===== config.mk =====
export PLATFORM = sky130hd
export DESIGN_NAME = ps2_keyboard_to_hid_report
export DESIGN_NICKNAME = d
export VERILOG_FILES = /design/src/ps2kb_pkg.sv /design/src/ps2kb_front.sv /design/src/ps2kb_cmd_fifo.sv /design/src/ps2kb_back.sv /design/src/ps2_keyboard_to_hid_report.sv
export VERILOG_INCLUDE_DIRS = /design/src /design/src/src
export SDC_FILE = /design/constraint.sdc
export NUM_CORES = 1
export LEC_CHECK = 0
export BUFFER_PORTS_ARGS = -buffer_cell sky130_fd_sc_hd__buf_2
export CAP_MARGIN = 20
export CORE_MARGIN = 2
export CORE_UTILIZATION = 35
export CTS_BUF_LIST = sky130_fd_sc_hd__clkbuf_8 sky130_fd_sc_hd__clkbuf_16
export CTS_CLUSTER_SIZE = 28
export DETAILED_ROUTE_END_ITERATION = 10
export GPL_ROUTABILITY_DRIVEN = 0
export GPL_TIMING_DRIVEN = 0
export SLEW_MARGIN = 25
export SYNTH_ARGS = -nofsm -noshare
export SYNTH_HDL_FRONTEND = slang
export SYNTH_SLANG_ARGS = --single-unit

===== constraint.sdc =====
create_clock -name clock -period 10.2 [get_ports clock]
set_input_delay 2.55 -clock clock [delete_from_list [all_inputs] [get_ports clock]]
set_output_delay 2.55 -clock clock [all_outputs]
set_load 0.005 [all_outputs]

===== src/ps2_keyboard_to_hid_report_defines.svh =====
// Assertion macros shared by the keyboard-to-report RTL files.
`ifndef PS2_KEYBOARD_TO_HID_REPORT_DEFINES_SVH
`define PS2_KEYBOARD_TO_HID_REPORT_DEFINES_SVH
`ifndef SYNTHESIS
// Check that a property holds at every clock edge outside reset.
`define PS2KB_ASSERT(label, clk, rst, prop, msg) \
   label: assert property (@(posedge clk) disable iff (rst) prop) else $error(msg);
// Check that a condition never holds at a clock edge outside reset.
`define PS2KB_ASSERT_NEVER(label, clk, rst, cond, msg) \
   label: assert property (@(posedge clk) disable iff (rst) !(cond)) else $error(msg);
`else
`define PS2KB_ASSERT(label, clk, rst, prop, msg)
`define PS2KB_ASSERT_NEVER(label, clk, rst, cond, msg)
`endif
`endif


===== src/ps2kb_pkg.sv =====
// Shared constants, scan-code tables and command type for the keyboard-to-report block.
`default_nettype none
package ps2kb_pkg;

   localparam int KEY_MAP_BITS_DEF = 256;
   localparam int REPORT_SLOTS_DEF = 6;
   localparam int MAX_SLOTS        = 6;
   localparam int FIFO_DEPTH       = 2;
   localparam int RSP_DATA_W       = 64;
   localparam int RSP_ROLL_BIT     = 8 + 8 * MAX_SLOTS;

   localparam logic MODE_BYTE = 1'b0;
   localparam logic MODE_TICK = 1'b1;

   localparam logic [7:0] PRE_EXT    = 8'hE0;
   localparam logic [7:0] PRE_PAUSE  = 8'hE1;
   localparam logic [7:0] PRE_BREAK  = 8'hF0;
   localparam logic [7:0] PAUSE_HOLD = 8'h14;

   localparam logic [9:0] CODE_PAUSE    = 10'h277;
   localparam logic [9:0] CODE_APP      = 10'd303;
   localparam logic [9:0] CODE_KP_DIV   = 10'd330;
   localparam logic [9:0] CODE_KP_ENTER = 10'd346;
   localparam logic [9:0] EXT_BASE      = 10'd361;
   localparam int         NORMAL_LEN    = 132;
   localparam int         EXT_LEN       = 21;

   localparam logic [7:0] KEY_PAUSE    = 8'd72;
   localparam logic [7:0] KEY_APP      = 8'd101;
   localparam logic [7:0] KEY_KP_DIV   = 8'd84;
   localparam logic [7:0] KEY_KP_ENTER = 8'd88;

   localparam logic [9:0] TICK_MAX = 10'd1023;

   localparam logic [7:0] NORMAL_CODES [0:NORMAL_LEN-1] = '{
      8'd1,   8'd66, 8'd0,  8'd62, 8'd60, 8'd58, 8'd59, 8'd69,
      8'd0,   8'd67, 8'd65, 8'd63, 8'd61, 8'd43, 8'd53, 8'd0,
      8'd0,   8'd0,  8'd0,  8'd0,  8'd0,  8'd20, 8'd30, 8'd0,
      8'd0,   8'd0,  8'd29, 8'd22, 8'd4,  8'd26, 8'd31, 8'd0,
      8'd0,   8'd6,  8'd27, 8'd7,  8'd8,  8'd33, 8'd32, 8'd0,
      8'd0,   8'd44, 8'd25, 8'd9,  8'd23, 8'd21, 8'd34, 8'd0,
      8'd0,   8'd17, 8'd5,  8'd11, 8'd10, 8'd28, 8'd35, 8'd0,
      8'd0,   8'd0,  8'd16, 8'd13, 8'd24, 8'd36, 8'd37, 8'd0,
      8'd0,   8'd54, 8'd14, 8'd12, 8'd18, 8'd39, 8'd38, 8'd0,
      8'd0,   8'd55, 8'd56, 8'd15, 8'd51, 8'd19, 8'd45, 8'd0,
      8'd0,   8'd0,  8'd52, 8'd0,  8'd47, 8'd46, 8'd0,  8'd0,
      8'd57,  8'd0,  8'd40, 8'd48, 8'd0,  8'd49, 8'd0,  8'd0,
      8'd0,   8'd100,8'd0,  8'd0,  8'd0,  8'd0,  8'd42, 8'd0,
      8'd0,   8'd89, 8'd0,  8'd92, 8'd95, 8'd0,  8'd0,  8'd0,
      8'd98,  8'd99, 8'd90, 8'd93, 8'd94, 8'd96, 8'd41, 8'd83,
      8'd68,  8'd87, 8'd91, 8'd86, 8'd85, 8'd97, 8'd71, 8'd0,
      8'd0,   8'd0,  8'd0,  8'd64
   };

   localparam logic [7:0] EXT_CODES [0:EXT_LEN-1] = '{
      8'd77, 8'd0,  8'd80, 8'd74, 8'd0,  8'd0,  8'd0,  8'd73,
      8'd76, 8'd81, 8'd0,  8'd79, 8'd82, 8'd0,  8'd0,  8'd0,
      8'd0,  8'd78, 8'd0,  8'd70, 8'd75
   };

   // One decoded item handed from the front to the back.
   typedef struct packed {
      logic       tick;
      logic       key_make;
      logic [7:0] key;
      logic [7:0] mods;
   } cmd_type;

   // Map a completed code (pause flag, extended flag, byte) to a USB keycode, 0 if none.
   function automatic logic [7:0] lookup_key(input logic [9:0] code);
      logic [7:0] key;
      logic [9:0] ext_off;
      key     = 8'd0;
      ext_off = code - EXT_BASE;
      if (code < 10'(NORMAL_LEN)) begin
         key = NORMAL_CODES[code[7:0]];
      end else if (code == CODE_PAUSE) begin
         key = KEY_PAUSE;
      end else if (code == CODE_APP) begin
         key = KEY_APP;
      end else if (code == CODE_KP_DIV) begin
         key = KEY_KP_DIV;
      end else if (code == CODE_KP_ENTER) begin
         key = KEY_KP_ENTER;
      end else if (code >= EXT_BASE && code < EXT_BASE + 10'(EXT_LEN)) begin
         key = EXT_CODES[ext_off[4:0]];
      end
      return key;
   endfunction

   // One-hot modifier bit for a completed code, zero when it is no modifier.
   function automatic logic [7:0] modifier_mask(input logic [9:0] code);
      logic [7:0] mask;
      unique case (code)
         10'h014: mask = 8'b0000_0001;
         10'h012: mask = 8'b0000_0010;
         10'h011: mask = 8'b0000_0100;
         10'h11F: mask = 8'b0000_1000;
         10'h114: mask = 8'b0001_0000;
         10'h059: mask = 8'b0010_0000;
         10'h111: mask = 8'b0100_0000;
         10'h127: mask = 8'b1000_0000;
         default: mask = 8'b0000_0000;
      endcase
      return mask;
   endfunction

endpackage
`default_nettype wire


===== src/ps2kb_front.sv =====
// Front end: accepts bytes and ticks, tracks prefixes and modifiers, emits commands.
`default_nettype none
module ps2kb_front (
   input  wire logic              clock,
   input  wire logic              reset,
   input  wire logic              req_tvalid,
   output logic                   req_tready,
   input  wire logic              req_tuser,   // [0] mode
   input  wire logic [7:0]        req_tdata,   // [7:0] scan_byte
   input  wire logic              fifo_full,
   output logic                   cmd_valid,
   output ps2kb_pkg::cmd_type     cmd
);

   logic       e0_ff, e0_in;
   logic       e1_ff, e1_in;
   logic       rel_ff, rel_in;
   logic [7:0] mods_ff, mods_in;
   logic       accept;
   logic [9:0] code;
   logic [7:0] mask;
   logic [7:0] key;

   assign req_tready = !fifo_full;
   assign accept     = req_tvalid && !fifo_full;
   assign code       = {e1_ff, e0_ff, req_tdata};
   assign mask       = ps2kb_pkg::modifier_mask(code);
   assign key        = ps2kb_pkg::lookup_key(code);

   always_comb begin
      e0_in        = e0_ff;
      e1_in        = e1_ff;
      rel_in       = rel_ff;
      mods_in      = mods_ff;
      cmd_valid    = 1'b0;
      cmd.tick     = 1'b0;
      cmd.key_make = !rel_ff;
      cmd.key      = 8'd0;
      if (accept) begin
         if (req_tuser == ps2kb_pkg::MODE_TICK) begin
            cmd_valid = 1'b1;
            cmd.tick  = 1'b1;
         end else if (!e1_ff && req_tdata == ps2kb_pkg::PRE_EXT) begin
            e0_in = 1'b1;
         end else if (!e1_ff && req_tdata == ps2kb_pkg::PRE_PAUSE) begin
            e1_in = 1'b1;
         end else if (e1_ff && req_tdata == ps2kb_pkg::PAUSE_HOLD) begin
            // drop the middle byte of the pause sequence
         end else if (req_tdata == ps2kb_pkg::PRE_BREAK) begin
            rel_in = 1'b1;
         end else begin
            if (mask != 8'd0) begin
               mods_in = rel_ff ? (mods_ff & ~mask) : (mods_ff | mask);
            end else begin
               cmd.key = key;
            end
            e0_in     = 1'b0;
            e1_in     = 1'b0;
            rel_in    = 1'b0;
            cmd_valid = 1'b1;
         end
      end
      cmd.mods = mods_in;
   end

   always_ff @(posedge clock) begin
      if (reset) begin
         e0_ff   <= 1'b0;
         e1_ff   <= 1'b0;
         rel_ff  <= 1'b0;
         mods_ff <= 8'd0;
      end else begin
         e0_ff   <= e0_in;
         e1_ff   <= e1_in;
         rel_ff  <= rel_in;
         mods_ff <= mods_in;
      end
   end

endmodule
`default_nettype wire


===== src/ps2kb_cmd_fifo.sv =====
// Short command queue between the front end and the report back end.
`default_nettype none
`include "ps2_keyboard_to_hid_report_defines.svh"
module ps2kb_cmd_fifo #(
   parameter int DEPTH = ps2kb_pkg::FIFO_DEPTH
) (
   input  wire logic               clock,
   input  wire logic               reset,
   input  wire logic               push,
   input  wire ps2kb_pkg::cmd_type push_data,
   output logic                    full,
   input  wire logic               pop,
   output ps2kb_pkg::cmd_type      pop_data,
   output logic                    empty
);

   localparam int PTR_W = (DEPTH > 1) ? $clog2(DEPTH) : 1;
   localparam int CNT_W = $clog2(DEPTH + 1);

   ps2kb_pkg::cmd_type entry_ff [DEPTH];
   logic [PTR_W-1:0]   wr_ptr_ff, wr_ptr_in;
   logic [PTR_W-1:0]   rd_ptr_ff, rd_ptr_in;
   logic [CNT_W-1:0]   count_ff, count_in;

   assign full     = (count_ff == CNT_W'(DEPTH));
   assign empty    = (count_ff == '0);
   assign pop_data = entry_ff[rd_ptr_ff];

   always_comb begin
      wr_ptr_in = wr_ptr_ff;
      rd_ptr_in = rd_ptr_ff;
      count_in  = count_ff;
      if (push) begin
         wr_ptr_in = (wr_ptr_ff == PTR_W'(DEPTH - 1)) ? '0 : wr_ptr_ff + 1'b1;
      end
      if (pop) begin
         rd_ptr_in = (rd_ptr_ff == PTR_W'(DEPTH - 1)) ? '0 : rd_ptr_ff + 1'b1;
      end
      if (push && !pop) begin
         count_in = count_ff + 1'b1;
      end else if (pop && !push) begin
         count_in = count_ff - 1'b1;
      end
   end

   always_ff @(posedge clock) begin
      if (reset) begin
         wr_ptr_ff <= '0;
         rd_ptr_ff <= '0;
         count_ff  <= '0;
      end else begin
         wr_ptr_ff <= wr_ptr_in;
         rd_ptr_ff <= rd_ptr_in;
         count_ff  <= count_in;
      end
   end

   always_ff @(posedge clock) begin
      if (push) begin
         entry_ff[wr_ptr_ff] <= push_data;
      end
   end

   `PS2KB_ASSERT_NEVER(a_push_full, clock, reset, push && full, "command pushed into full queue")
   `PS2KB_ASSERT_NEVER(a_pop_empty, clock, reset, pop && empty, "command popped from empty queue")

endmodule
`default_nettype wire


===== src/ps2kb_back.sv =====
// Back end: key map, idle timer, eight-bit-per-cycle map scan and report register.
`default_nettype none
`include "ps2_keyboard_to_hid_report_defines.svh"
module ps2kb_back #(
   parameter int KEY_MAP_BITS = ps2kb_pkg::KEY_MAP_BITS_DEF,
   parameter int REPORT_SLOTS = ps2kb_pkg::REPORT_SLOTS_DEF
) (
   input  wire logic                             clock,
   input  wire logic                             reset,
   input  wire logic                             csr_valid,
   input  wire logic [9:0]                       csr_data,
   input  wire logic                             cmd_empty,
   input  wire ps2kb_pkg::cmd_type               cmd,
   output logic                                  cmd_pop,
   output logic                                  rsp_tvalid,
   input  wire logic                             rsp_tready,
   output logic [ps2kb_pkg::RSP_DATA_W-1:0]      rsp_tdata
);

   localparam int CHUNKS = (KEY_MAP_BITS + 7) / 8;
   localparam int MAP_W  = CHUNKS * 8;
   localparam int CIDX_W = $clog2(CHUNKS);
   localparam int CNT_W  = $clog2(REPORT_SLOTS + 1);

   localparam logic [1:0] ST_IDLE = 2'd0;
   localparam logic [1:0] ST_SCAN = 2'd1;
   localparam logic [1:0] ST_SEND = 2'd2;

   logic [1:0]                          state_ff, state_in;
   logic [MAP_W-1:0]                    map_ff, map_in;
   logic [7:0]                          mods_ff, mods_in;
   logic [9:0]                          ticks_ff, ticks_in;
   logic [9:0]                          idle_ff;
   logic [CIDX_W-1:0]                   chunk_ff, chunk_in;
   logic [CNT_W-1:0]                    cnt_ff, cnt_in;
   logic                                over_ff, over_in;
   logic [7:0]                          slots_ff [REPORT_SLOTS];
   logic [7:0]                          slots_in [REPORT_SLOTS];
   logic                                rsp_valid_ff, rsp_valid_in;
   logic [ps2kb_pkg::RSP_DATA_W-1:0]    rsp_data_ff, rsp_data_in;
   logic [9:0]                          tick_next;
   logic [7:0]                          chunk_bits;
   logic                                start;

   assign cmd_pop    = (state_ff == ST_IDLE) && !cmd_empty;
   assign tick_next  = (ticks_ff != ps2kb_pkg::TICK_MAX) ? ticks_ff + 10'd1 : ticks_ff;
   assign chunk_bits = map_ff[{chunk_ff, 3'b000} +: 8];
   assign rsp_tvalid = rsp_valid_ff;
   assign rsp_tdata  = rsp_data_ff;

   always_comb begin
      state_in     = state_ff;
      map_in       = map_ff;
      mods_in      = mods_ff;
      ticks_in     = ticks_ff;
      chunk_in     = chunk_ff;
      cnt_in       = cnt_ff;
      over_in      = over_ff;
      slots_in     = slots_ff;
      rsp_valid_in = rsp_valid_ff;
      rsp_data_in  = rsp_data_ff;
      start        = 1'b0;
      if (rsp_valid_ff && rsp_tready) begin
         rsp_valid_in = 1'b0;
      end
      unique case (state_ff)
         ST_IDLE: begin
            if (cmd_pop) begin
               mods_in = cmd.mods;
               if (cmd.tick) begin
                  ticks_in = tick_next;
                  start    = (idle_ff != 10'd0) && (tick_next >= idle_ff);
               end else begin
                  // keycode 0 never sets a bit; codes past the map are dropped
                  for (int i = 1; i < KEY_MAP_BITS; i++) begin
                     if (cmd.key == 8'(i)) begin
                        map_in[i] = cmd.key_make;
                     end
                  end
                  start = 1'b1;
               end
            end
            if (start) begin
               ticks_in = 10'd0;
               chunk_in = '0;
               cnt_in   = '0;
               over_in  = 1'b0;
               for (int s = 0; s < REPORT_SLOTS; s++) begin
                  slots_in[s] = 8'd0;
               end
               state_in = ST_SCAN;
            end
         end
         ST_SCAN: begin
            for (int b = 0; b < 8; b++) begin
               if (chunk_bits[b]) begin
                  if (cnt_in < CNT_W'(REPORT_SLOTS)) begin
                     for (int s = 0; s < REPORT_SLOTS; s++) begin
                        if (cnt_in == CNT_W'(s)) begin
                           slots_in[s] = 8'({chunk_ff, 3'(b)});
                        end
                     end
                     cnt_in = cnt_in + 1'b1;
                  end else begin
                     over_in = 1'b1;
                  end
               end
            end
            chunk_in = chunk_ff + 1'b1;
            if (chunk_ff == CIDX_W'(CHUNKS - 1)) begin
               state_in = ST_SEND;
            end
         end
         ST_SEND: begin
            // hold the finished report until the output register frees up
            if (!rsp_valid_ff || rsp_tready) begin
               rsp_data_in        = '0;
               rsp_data_in[7:0]   = mods_ff;
               for (int s = 0; s < REPORT_SLOTS; s++) begin
                  rsp_data_in[8 + 8 * s +: 8] = over_ff ? 8'd1 : slots_ff[s];
               end
               rsp_data_in[ps2kb_pkg::RSP_ROLL_BIT] = over_ff;
               rsp_valid_in = 1'b1;
               state_in     = ST_IDLE;
            end
         end
         default: begin
            state_in = ST_IDLE;
         end
      endcase
   end

   always_ff @(posedge clock) begin
      if (reset) begin
         state_ff     <= ST_IDLE;
         map_ff       <= '0;
         mods_ff      <= 8'd0;
         ticks_ff     <= 10'd0;
         idle_ff      <= 10'd0;
         chunk_ff     <= '0;
         cnt_ff       <= '0;
         over_ff      <= 1'b0;
         rsp_valid_ff <= 1'b0;
      end else begin
         state_ff     <= state_in;
         map_ff       <= map_in;
         mods_ff      <= mods_in;
         ticks_ff     <= ticks_in;
         chunk_ff     <= chunk_in;
         cnt_ff       <= cnt_in;
         over_ff      <= over_in;
         rsp_valid_ff <= rsp_valid_in;
         if (csr_valid) begin
            idle_ff <= csr_data;
         end
      end
   end

   always_ff @(posedge clock) begin
      slots_ff    <= slots_in;
      rsp_data_ff <= rsp_data_in;
   end

   `PS2KB_ASSERT(a_cnt_bound, clock, reset, cnt_ff <= CNT_W'(REPORT_SLOTS), "slot count past report width")
   `PS2KB_ASSERT(a_over_full, clock, reset, over_ff |-> (cnt_ff == CNT_W'(REPORT_SLOTS)), "rollover before slots filled")
   `PS2KB_ASSERT(a_scan_end, clock, reset, (state_ff == ST_SCAN && chunk_ff == CIDX_W'(CHUNKS - 1)) |=> (state_ff == ST_SEND), "scan did not finish on last chunk")
   `PS2KB_ASSERT(a_roll_slot, clock, reset, (rsp_valid_ff && rsp_data_ff[ps2kb_pkg::RSP_ROLL_BIT]) |-> (rsp_data_ff[15:8] == 8'd1), "rollover report without forced slot")

endmodule
`default_nettype wire


===== src/ps2_keyboard_to_hid_report.sv =====
// Top level of the PS/2 set-2 keyboard to USB boot-report converter.
//
// Feed received keyboard bytes (req_tuser 0) and one-millisecond ticks (req_tuser 1) on the
// req_ stream; boot reports come out on the rsp_ stream. The back end builds each report by a
// scan of the pressed-key map, which walks the map eight bits per cycle. A two-entry command
// queue sits between the front end and the back end, so bytes keep being accepted while a
// scan runs or a report waits on rsp_tready, until the queue is full. The idle period is
// written through csr_valid/csr_data; the user must write it only while the block is idle,
// which the block itself does not enforce. Zero turns repeat reports off.
`default_nettype none
module ps2_keyboard_to_hid_report #(
   parameter int KEY_MAP_BITS = ps2kb_pkg::KEY_MAP_BITS_DEF,
   parameter int REPORT_SLOTS = ps2kb_pkg::REPORT_SLOTS_DEF
) (
   input  wire logic                          clock,
   input  wire logic                          reset,
   input  wire logic                          req_tvalid,
   output logic                               req_tready,
   input  wire logic                          req_tuser,  // [0] mode
   input  wire logic [7:0]                    req_tdata,  // [7:0] scan_byte
   output logic                               rsp_tvalid,
   input  wire logic                          rsp_tready,
   // [7:0] modifier_bits, [15:8] key_slot_0, [23:16] key_slot_1, [31:24] key_slot_2,
   // [39:32] key_slot_3, [47:40] key_slot_4, [55:48] key_slot_5, [56] rollover, rest zero
   output logic [ps2kb_pkg::RSP_DATA_W-1:0]   rsp_tdata,
   input  wire logic                          csr_valid,
   output logic                               csr_ready,
   input  wire logic [9:0]                    csr_data    // [9:0] idle_period
);

   logic               cmd_push;
   ps2kb_pkg::cmd_type cmd_in;
   logic               fifo_full;
   logic               fifo_empty;
   logic               cmd_pop;
   ps2kb_pkg::cmd_type cmd_out;

   assign csr_ready = 1'b1;

   ps2kb_front u_front (
      .clock      (clock),
      .reset      (reset),
      .req_tvalid (req_tvalid),
      .req_tready (req_tready),
      .req_tuser  (req_tuser),
      .req_tdata  (req_tdata),
      .fifo_full  (fifo_full),
      .cmd_valid  (cmd_push),
      .cmd        (cmd_in)
   );

   ps2kb_cmd_fifo #(
      .DEPTH (ps2kb_pkg::FIFO_DEPTH)
   ) u_fifo (
      .clock     (clock),
      .reset     (reset),
      .push      (cmd_push),
      .push_data (cmd_in),
      .full      (fifo_full),
      .pop       (cmd_pop),
      .pop_data  (cmd_out),
      .empty     (fifo_empty)
   );

   ps2kb_back #(
      .KEY_MAP_BITS (KEY_MAP_BITS),
      .REPORT_SLOTS (REPORT_SLOTS)
   ) u_back (
      .clock      (clock),
      .reset      (reset),
      .csr_valid  (csr_valid),
      .csr_data   (csr_data),
      .cmd_empty  (fifo_empty),
      .cmd        (cmd_out),
      .cmd_pop    (cmd_pop),
      .rsp_tvalid (rsp_tvalid),
      .rsp_tready (rsp_tready),
      .rsp_tdata  (rsp_tdata)
   );

endmodule
`default_nettype wire


# Word level (Yosys, flattened, before mapping)
# Memories as Yosys holds them, arrays and structs flattened. A register that Yosys moved wholly into a read port is not among the register bits.
# Cells that the tools add are included.
# word_totals
regBits	415
ram_bits	36
mem_bits_ro	2304
in_bits	24
out_inout_bits	67
word_cells	1119
memories	3
# mem_list
memory	depth	word_bits	read_ports	rd_ports_with_merged_regs	wr	line_no	text
(no name shown)	256	8	1	0	0	ps2kb_pkg.sv:76	key = NORMAL_CODES[code[7:0]];
(no name shown)	32	8	1	0	0	ps2kb_pkg.sv:86	key = EXT_CODES[ext_off[4:0]];
u_fifo.entry_ff	2	18	1	1	1	ps2kb_cmd_fifo.sv:20	ps2kb_pkg::cmd_type entry_ff [DEPTH];
# classes
addsub	15
n_lt_le_gt_ge	14
eq_ne	324
shifts	1
muxes	177
bitwise	10
n_reduce_logical	297
# op_table
cell	n
equality test 8 bit, second input constant	131
AND reduction 4 bit	255
2-to-1 mux 48 bit	19
2-to-1 mux 8 bit	73
equality test 8 x 7 -> 1 bit, second input constant	64
equality test 8 x 6 -> 1 bit, second input constant	32
indexed part select 256 x 9 -> 8 bit	1
equality test 8 x 5 -> 1 bit, second input constant	17
one-hot mux 48 bit (2 select lines)	1
2-to-1 mux 3 bit	24
equality test 10 x 9 -> 1 bit, second input constant	7
equality test 8 x 4 -> 1 bit, second input constant	8
one-hot mux 8 bit (8 select lines)	1
equality test 3 x 2 -> 1 bit, second input constant	16
equality test 3 bit, second input constant	16
2-to-1 mux 1 bit	45
2-to-1 mux 10 bit	4
equality test 8 x 3 -> 1 bit, second input constant	4
equality test 10 x 5 -> 1 bit, second input constant	3
adder 3 x 1 -> 3 bit, second input constant	8
equality test 3 x 1 -> 1 bit, second input constant	8
logical NOT 3 bit	8
less-than comparator 3 bit, second input constant	8
equality test 8 x 2 -> 1 bit, second input constant	2
other kinds (43)	83

# Depth between registers and ports, before layout
# depth
word_depth	33
mapped_depth	36
mapped_depth_nobuf	34

# By module
# A second synthesis with hierarchy kept.
# unflattened
cells_unflattened	2807
area_unflattened_um2	24795.0
# by_module_without_submodules
module	n_inst	cells_each	area_per_inst_um2	seq_area_each_um2
ps2kb_back	1	2337	20622.3	9058.7
ps2kb_front	1	390	2657.5	220.2
ps2kb_cmd_fifo	1	78	1503.9	1181.1
ps2_keyboard_to_hid_report	1	2	11.3	0.0

# Least setup slack after synthesis
# No wires, ideal clock.
# synth_path
path_type	reg2reg
start	register u_back.chunk_ff[0]
end	register u_back.slots_ff[7] (netlist name), data pin
setup_time_ns	0.255
arrival_ns	6.929
required_time_ns	9.945
slack_ns	3.016
path_stages_with_launch	35
n_path_buf	2
synth_period_minus_slack_ns	7.184
cell_sequence	dfxtp_1 -> buf_4 -> mux4_2 -> nor2b_1 -> or3_1 -> nand2_1 -> nand2_1 -> xnor2_1 -> nor2_1 -> ha_1 -> nor2_1 -> inv_1 -> nand2_1 -> inv_1 -> ha_1 -> nor2_1 -> a21oi_1 -> ha_1 -> a21o_1 -> o31a_1 -> a22o_1 -> ha_1 -> nand2b_1 -> o21ai_4 -> inv_2 -> ha_1 -> nand2b_1 -> buf_1 -> nand2_1 -> inv_1 -> ha_1 -> o211ai_1 -> o2111a_1 -> a21oi_4 -> and3_1
# synth_between
elab_chain_cells	32
word_cells_on_any_way	66
classes_between	add/sub: 6; order compare: 7; eq/ne: 7; shift: 1; mux: 45
# synth_rtl
element	line_no	text
start, declared	ps2kb_back.sv:34	logic [CIDX_W-1:0] chunk_ff, chunk_in;
start signal, assigned	ps2kb_back.sv:149	chunk_ff <= chunk_in;
indexed part select 256 x 9 -> 8 bit (*)	ps2kb_back.sv:47	assign chunk_bits = map_ff[{chunk_ff, 3'b000} +: 8];
parallel branches: the longest is 29 deep, another holds adder 3 x 1 -> 3 bit	--	
2-to-1 mux 48 bit (*)	ps2kb_back.sv:96	if (chunk_bits[b]) begin
one-hot mux 48 bit (2 select lines) (*)	ps2kb_back.sv:66	unique case (state_ff)
end signal, assigned	ps2kb_back.sv:160	slots_ff <= slots_in;
end, declared	ps2kb_back.sv:37	logic [7:0] slots_ff [REPORT_SLOTS];
# Every way passes the cells marked *. The select of a mux whose other input is x is not followed.
# A chain may end at the register's enable or synchronous reset.

# Final worst setup path
# layout_path
start	register u_back.chunk_ff[1]
end	register u_back.slots_ff[31] (netlist name), data pin
# layout_between
elab_chain_cells	32
word_cells_on_any_way	66
classes_between	add/sub: 6; order compare: 7; eq/ne: 7; shift: 1; mux: 45
# layout_rtl
element	line_no
indexed part select 256 x 9 -> 8 bit (*)	ps2kb_back.sv:47
parallel branches: the longest is 29 deep, another holds adder 3 x 1 -> 3 bit	--
2-to-1 mux 48 bit (*)	ps2kb_back.sv:96
one-hot mux 48 bit (2 select lines) (*)	ps2kb_back.sv:66
# Marked as above.

==> impl_metrics.csv <==
group,metric,value,unit
run_status,run_status,"completed",
final_layout,syn_to_final_growth,13.9,%
floorplanning,rows,84,
power,power_frac_seq,0.367,
critical_path,timing.critical_path.required,10.51,ns
detailed_routing,vias,17200,
sta,max-slew-margin-rel,0.259,
sta,fin_tns_setup,0,ns
flow_run,max_cap_violations,0,
final_layout,filler_cell_count,5190,
floorplanning,initial_utilization,0.354,
sta,max_freq,110,MHz
grt,grtUsageMet3,0.0442,
min_path,worstHoldPathType,"flop to flop",
final_layout,layout.cells.most_common,"nand2_1",
clock_tree,cts-root-buf,"clkbuf_16",
floorplanning,die-height,235,microns
placed_design,place_ws,1.33,ns
synth,syn_avg_cell_area,8.95,sq um
synth,synth.ff_latch_count,322,
critical_path,criticalPathCategory,"flop to flop",
detailed_routing,drt-total-wl,59600,microns
grt,grt_use_total,0.210,
clock_tree,cts.htree.levels,2,
power,power.internal,2.89,mW
grt,grt_start_max_net_pins,49,
placed_design,numPortBuffers,80,
grt,grt_pass1_wl,93400,microns
synth,synthesis.instances,2084,
sta,timing_worst_slew_pin_value,1.11,ns
critical_path,critPathMaxStageDelay,0.59,ns
clock_tree,tritoncts_buffers,37,
synth,netlist_cell_types,99,
synth,ys_dominant_reg_cell,"dfxtp_1",
final_layout,most-common-layout-cells,"212 x nand2_1, 211 x nor3_1, 183 x dfxtp_1, 160 x nor2_1, 154 x a21oi_1",
clock_tree,cts-resized-gates,0,
power,cellLeakagePower,7.46,nW
sta,finalWorstSetupSlack,1.14,ns
critical_path,cell_with_the_largest_stage_delay_on_the_worst_path,"o31ai_2",
synth,asyncSetResetFlopFracSynth,0,
floorplanning,ioPinCount,91,
power,netSwitchingPower,1.73,mW
sta,hold_viol,0,
clock_tree,cts-hold-fix-buffers,0,
critical_path,cp.arrival,9.38,ns
grt,groute.layer.met1.usage,0.269,
sta,finalCriticalPeriod,9.06,ns
detailed_routing,drc_errors,0,
detailed_routing,routedWlPerCell,20.4,microns
clock_tree,cts.sinks,322,
grt,vias_in_the_first_global_route,16500,
detailed_routing,detail-route-antenna-nets,0,
critical_path,critical_path.max_fanout,10,
sta,final-setup-viol-count,0,
power,vdd.ir_drop.worst,0.106,mV
power,net_switching_share_of_the_total_power,0.374,
synth,netlist_area,0.0187,sq mm
floorplanning,placeableCoreArea,0.0527,sq mm
power,clock_power_share,0.292,
final_layout,total_nets_final,2294,
sta,grt_setup_unrepaired,"no",
final_layout,ant_diodes,0,
sta,finalClockSkew,0.0232,ns
sta,finalCritPeriodShare,0.889,
detailed_routing,drtPass1Iterations,6,
critical_path,critical_path_source_type,"flop",
clock_tree,cts_setup_buffers,0,
clock_tree,tritoncts,"done",
floorplanning,die_width,235,microns
sta,slew_violations,0,
synth,ys_seq_area_frac,0.420,
synth,ys_warn_count,0,
final_layout,multi_input_area,0.00998,sq mm
grt,grt_overflow_total,0,
power,power.combinational.fraction,0.341,
clock_tree,worst_setup_hold_path_clk_slew,0.06,ns
clock_tree,clk-insertion-delay-late,0.58,ns
grt,grt_antenna_before_repair,1,
power,power_density_of_the_placed_cells,218,mW/mm^2
synth,synth_enable_flop_cells,139,
clock_tree,cts_max_path_buffers,3,
floorplanning,die_area,0.0552,sq mm
critical_path,endpoint_kind,"flop",
placed_design,dp_hpwl,43700,microns
grt,gr-usage-met2,0.334,
final_layout,layout-drive-gt1-share,0.113,
final_layout,sequential_cell_area,0.00784,sq mm
detailed_routing,detail_route.vias_per_cell,5.90,
grt,global_route.peak_usage_layer,"met2",
detailed_routing,drt_first_iter_violations,1891,
==> final timing paths <==
kind,startpoint,end,slack (ns),depth (start not counted)
min,u_back.mods_ff[5],u_back.rsp_tdata[5],0.42,0
min reg2reg,u_back.mods_ff[5],u_back.rsp_tdata[5],0.42,0
max reg2reg,u_back.chunk_ff[1],u_back.slots_ff[31],1.14,34
max,u_back.chunk_ff[1],u_back.slots_ff[31],1.14,34
==> layer usage <==
metal / part of all wire / vias up / wire, microns
met4: 0.053 / 2 / 3190
li1: - / 7948 / -
met2: 0.45 / 909 / 26800
met1: 0.41 / 8156 / 24200
met3: 0.089 / 233 / 5330
met5: 0.00022 / - / 13
==> stage by stage <==
step | cell area (sq um) | std cells | utilization | hold slack [ns] | power (mW)
global placement | 19900 | 2858 | 0.379 | 0.416 | 3.24
floorplan | 18700 | 2090 | - | 0.409 | 2.80
finish | 21300 | 2924 | 0.404 | 0.422 | 4.62
global route | 21300 | 2924 | 0.404 | 0.445 | 4.85
CTS | 21200 | 2924 | 0.403 | 0.431 | 4.62
detailed placement | 20000 | 2861 | 0.380 | 0.424 | 3.27
==> cell usage after synthesis (all sizes together), types with 4 or more instances <==
cell / count / area, sq um
a32oi: 6 / 52.6
and3: 23 / 144
xnor2: 16 / 193
a31oi: 87 / 559
a221oi: 5 / 61.3
buf: 35 / 219
nor3: 215 / 1100
edfxtp: 139 / 4170
or2: 14 / 90.1
mux2: 10 / 113
o221ai: 4 / 35.0
xor2: 4 / 35.0
mux2i: 93 / 943
nand4: 20 / 125
a41oi: 5 / 43.8
ha: 58 / 726
a22oi: 10 / 75.1
and2: 11 / 68.8
o21ai: 52 / 287
o22a: 4 / 43.8
a21o: 17 / 128
nor4: 50 / 313
a32o: 4 / 40.0
mux4: 19 / 428
nor2b: 71 / 444
or3: 6 / 37.5
nand2: 213 / 800
nand2b: 28 / 175
a211oi: 31 / 243
a21oi: 161 / 855
nor2: 160 / 601
o22ai: 9 / 62.6
a2111oi: 6 / 53.8
o311ai: 6 / 60.1
a311oi: 9 / 78.8
o211a: 4 / 40.0
dfxtp: 183 / 3660
nand3: 54 / 285
o21a: 6 / 45.0
a221o: 4 / 40.0
clkbuf: 119 / 447
inv: 58 / 220
o211ai: 12 / 114
==> sequential cells by signal, summed over array words and instances, names as in the netlist, 2 cells and up, named ones only <==
| register | cells |
|---|---|
| u_back.map_ff | 127 |
| u_back.rsp_tdata | 57 |
| u_back.slots_ff | 48 |
| u_fifo.entry_ff | 34 |
| u_back.idle_ff | 10 |
| u_back.ticks_ff | 10 |
| u_back.mods_ff | 8 |
| u_front.mods_ff | 8 |
| u_back.chunk_ff | 5 |
| u_back.cnt_ff | 3 |
| u_back.state_ff | 2 |
| u_fifo.count_ff | 2 |
==> worst max-delay path, delay by kind of cell (launching register included) <==
family | cells | cell delay, ns
flip-flops | 1 | 0.55
buffers and inverters | 3 | 0.63
XOR/XNOR | 2 | 0.59
adder cells (fa/ha/maj) | 5 | 1.67
AO/OA/AOI/OAI | 10 | 2.44
AND/OR/NAND/NOR | 14 | 2.91
==> final cells by class <==
| cell class | instances | share of cell area |
|---|---|---|
| buffer | 154 | 0.0313 |
| tap | 688 | 0.0405 |
| timing repair buffer | 83 | 0.0216 |
| multi-input combinational | 1555 | 0.470 |
| clock inverter | 23 | 0.0113 |
| sequential | 322 | 0.369 |
| inverter | 59 | 0.0105 |
| clock buffer | 40 | 0.0460 |
==> power groups by stage <==
stage | combinational (mW) | clock [mW] | sequential [mW]
2_1_floorplan | 1.11 | 0 | 1.69
3_3_place_gp | 1.51 | 0 | 1.73
3_5_place_dp | 1.55 | 0 | 1.73
4_1_cts | 1.55 | 1.37 | 1.70
5_1_grt | 1.72 | 1.42 | 1.72
6_report | 1.58 | 1.35 | 1.70
==> kinds of logic after synthesis <==
group           Yosys count  synth area share
compound gates          471             0.172
xor+xnor                 20            0.0122
fa+ha+maj                58            0.0389
buf+inv                 213            0.0477
flops                   322             0.420
mux                     122            0.0795
other cells               2          0.000402
simple gates            876             0.229
(Power assumes the default switching activity.)
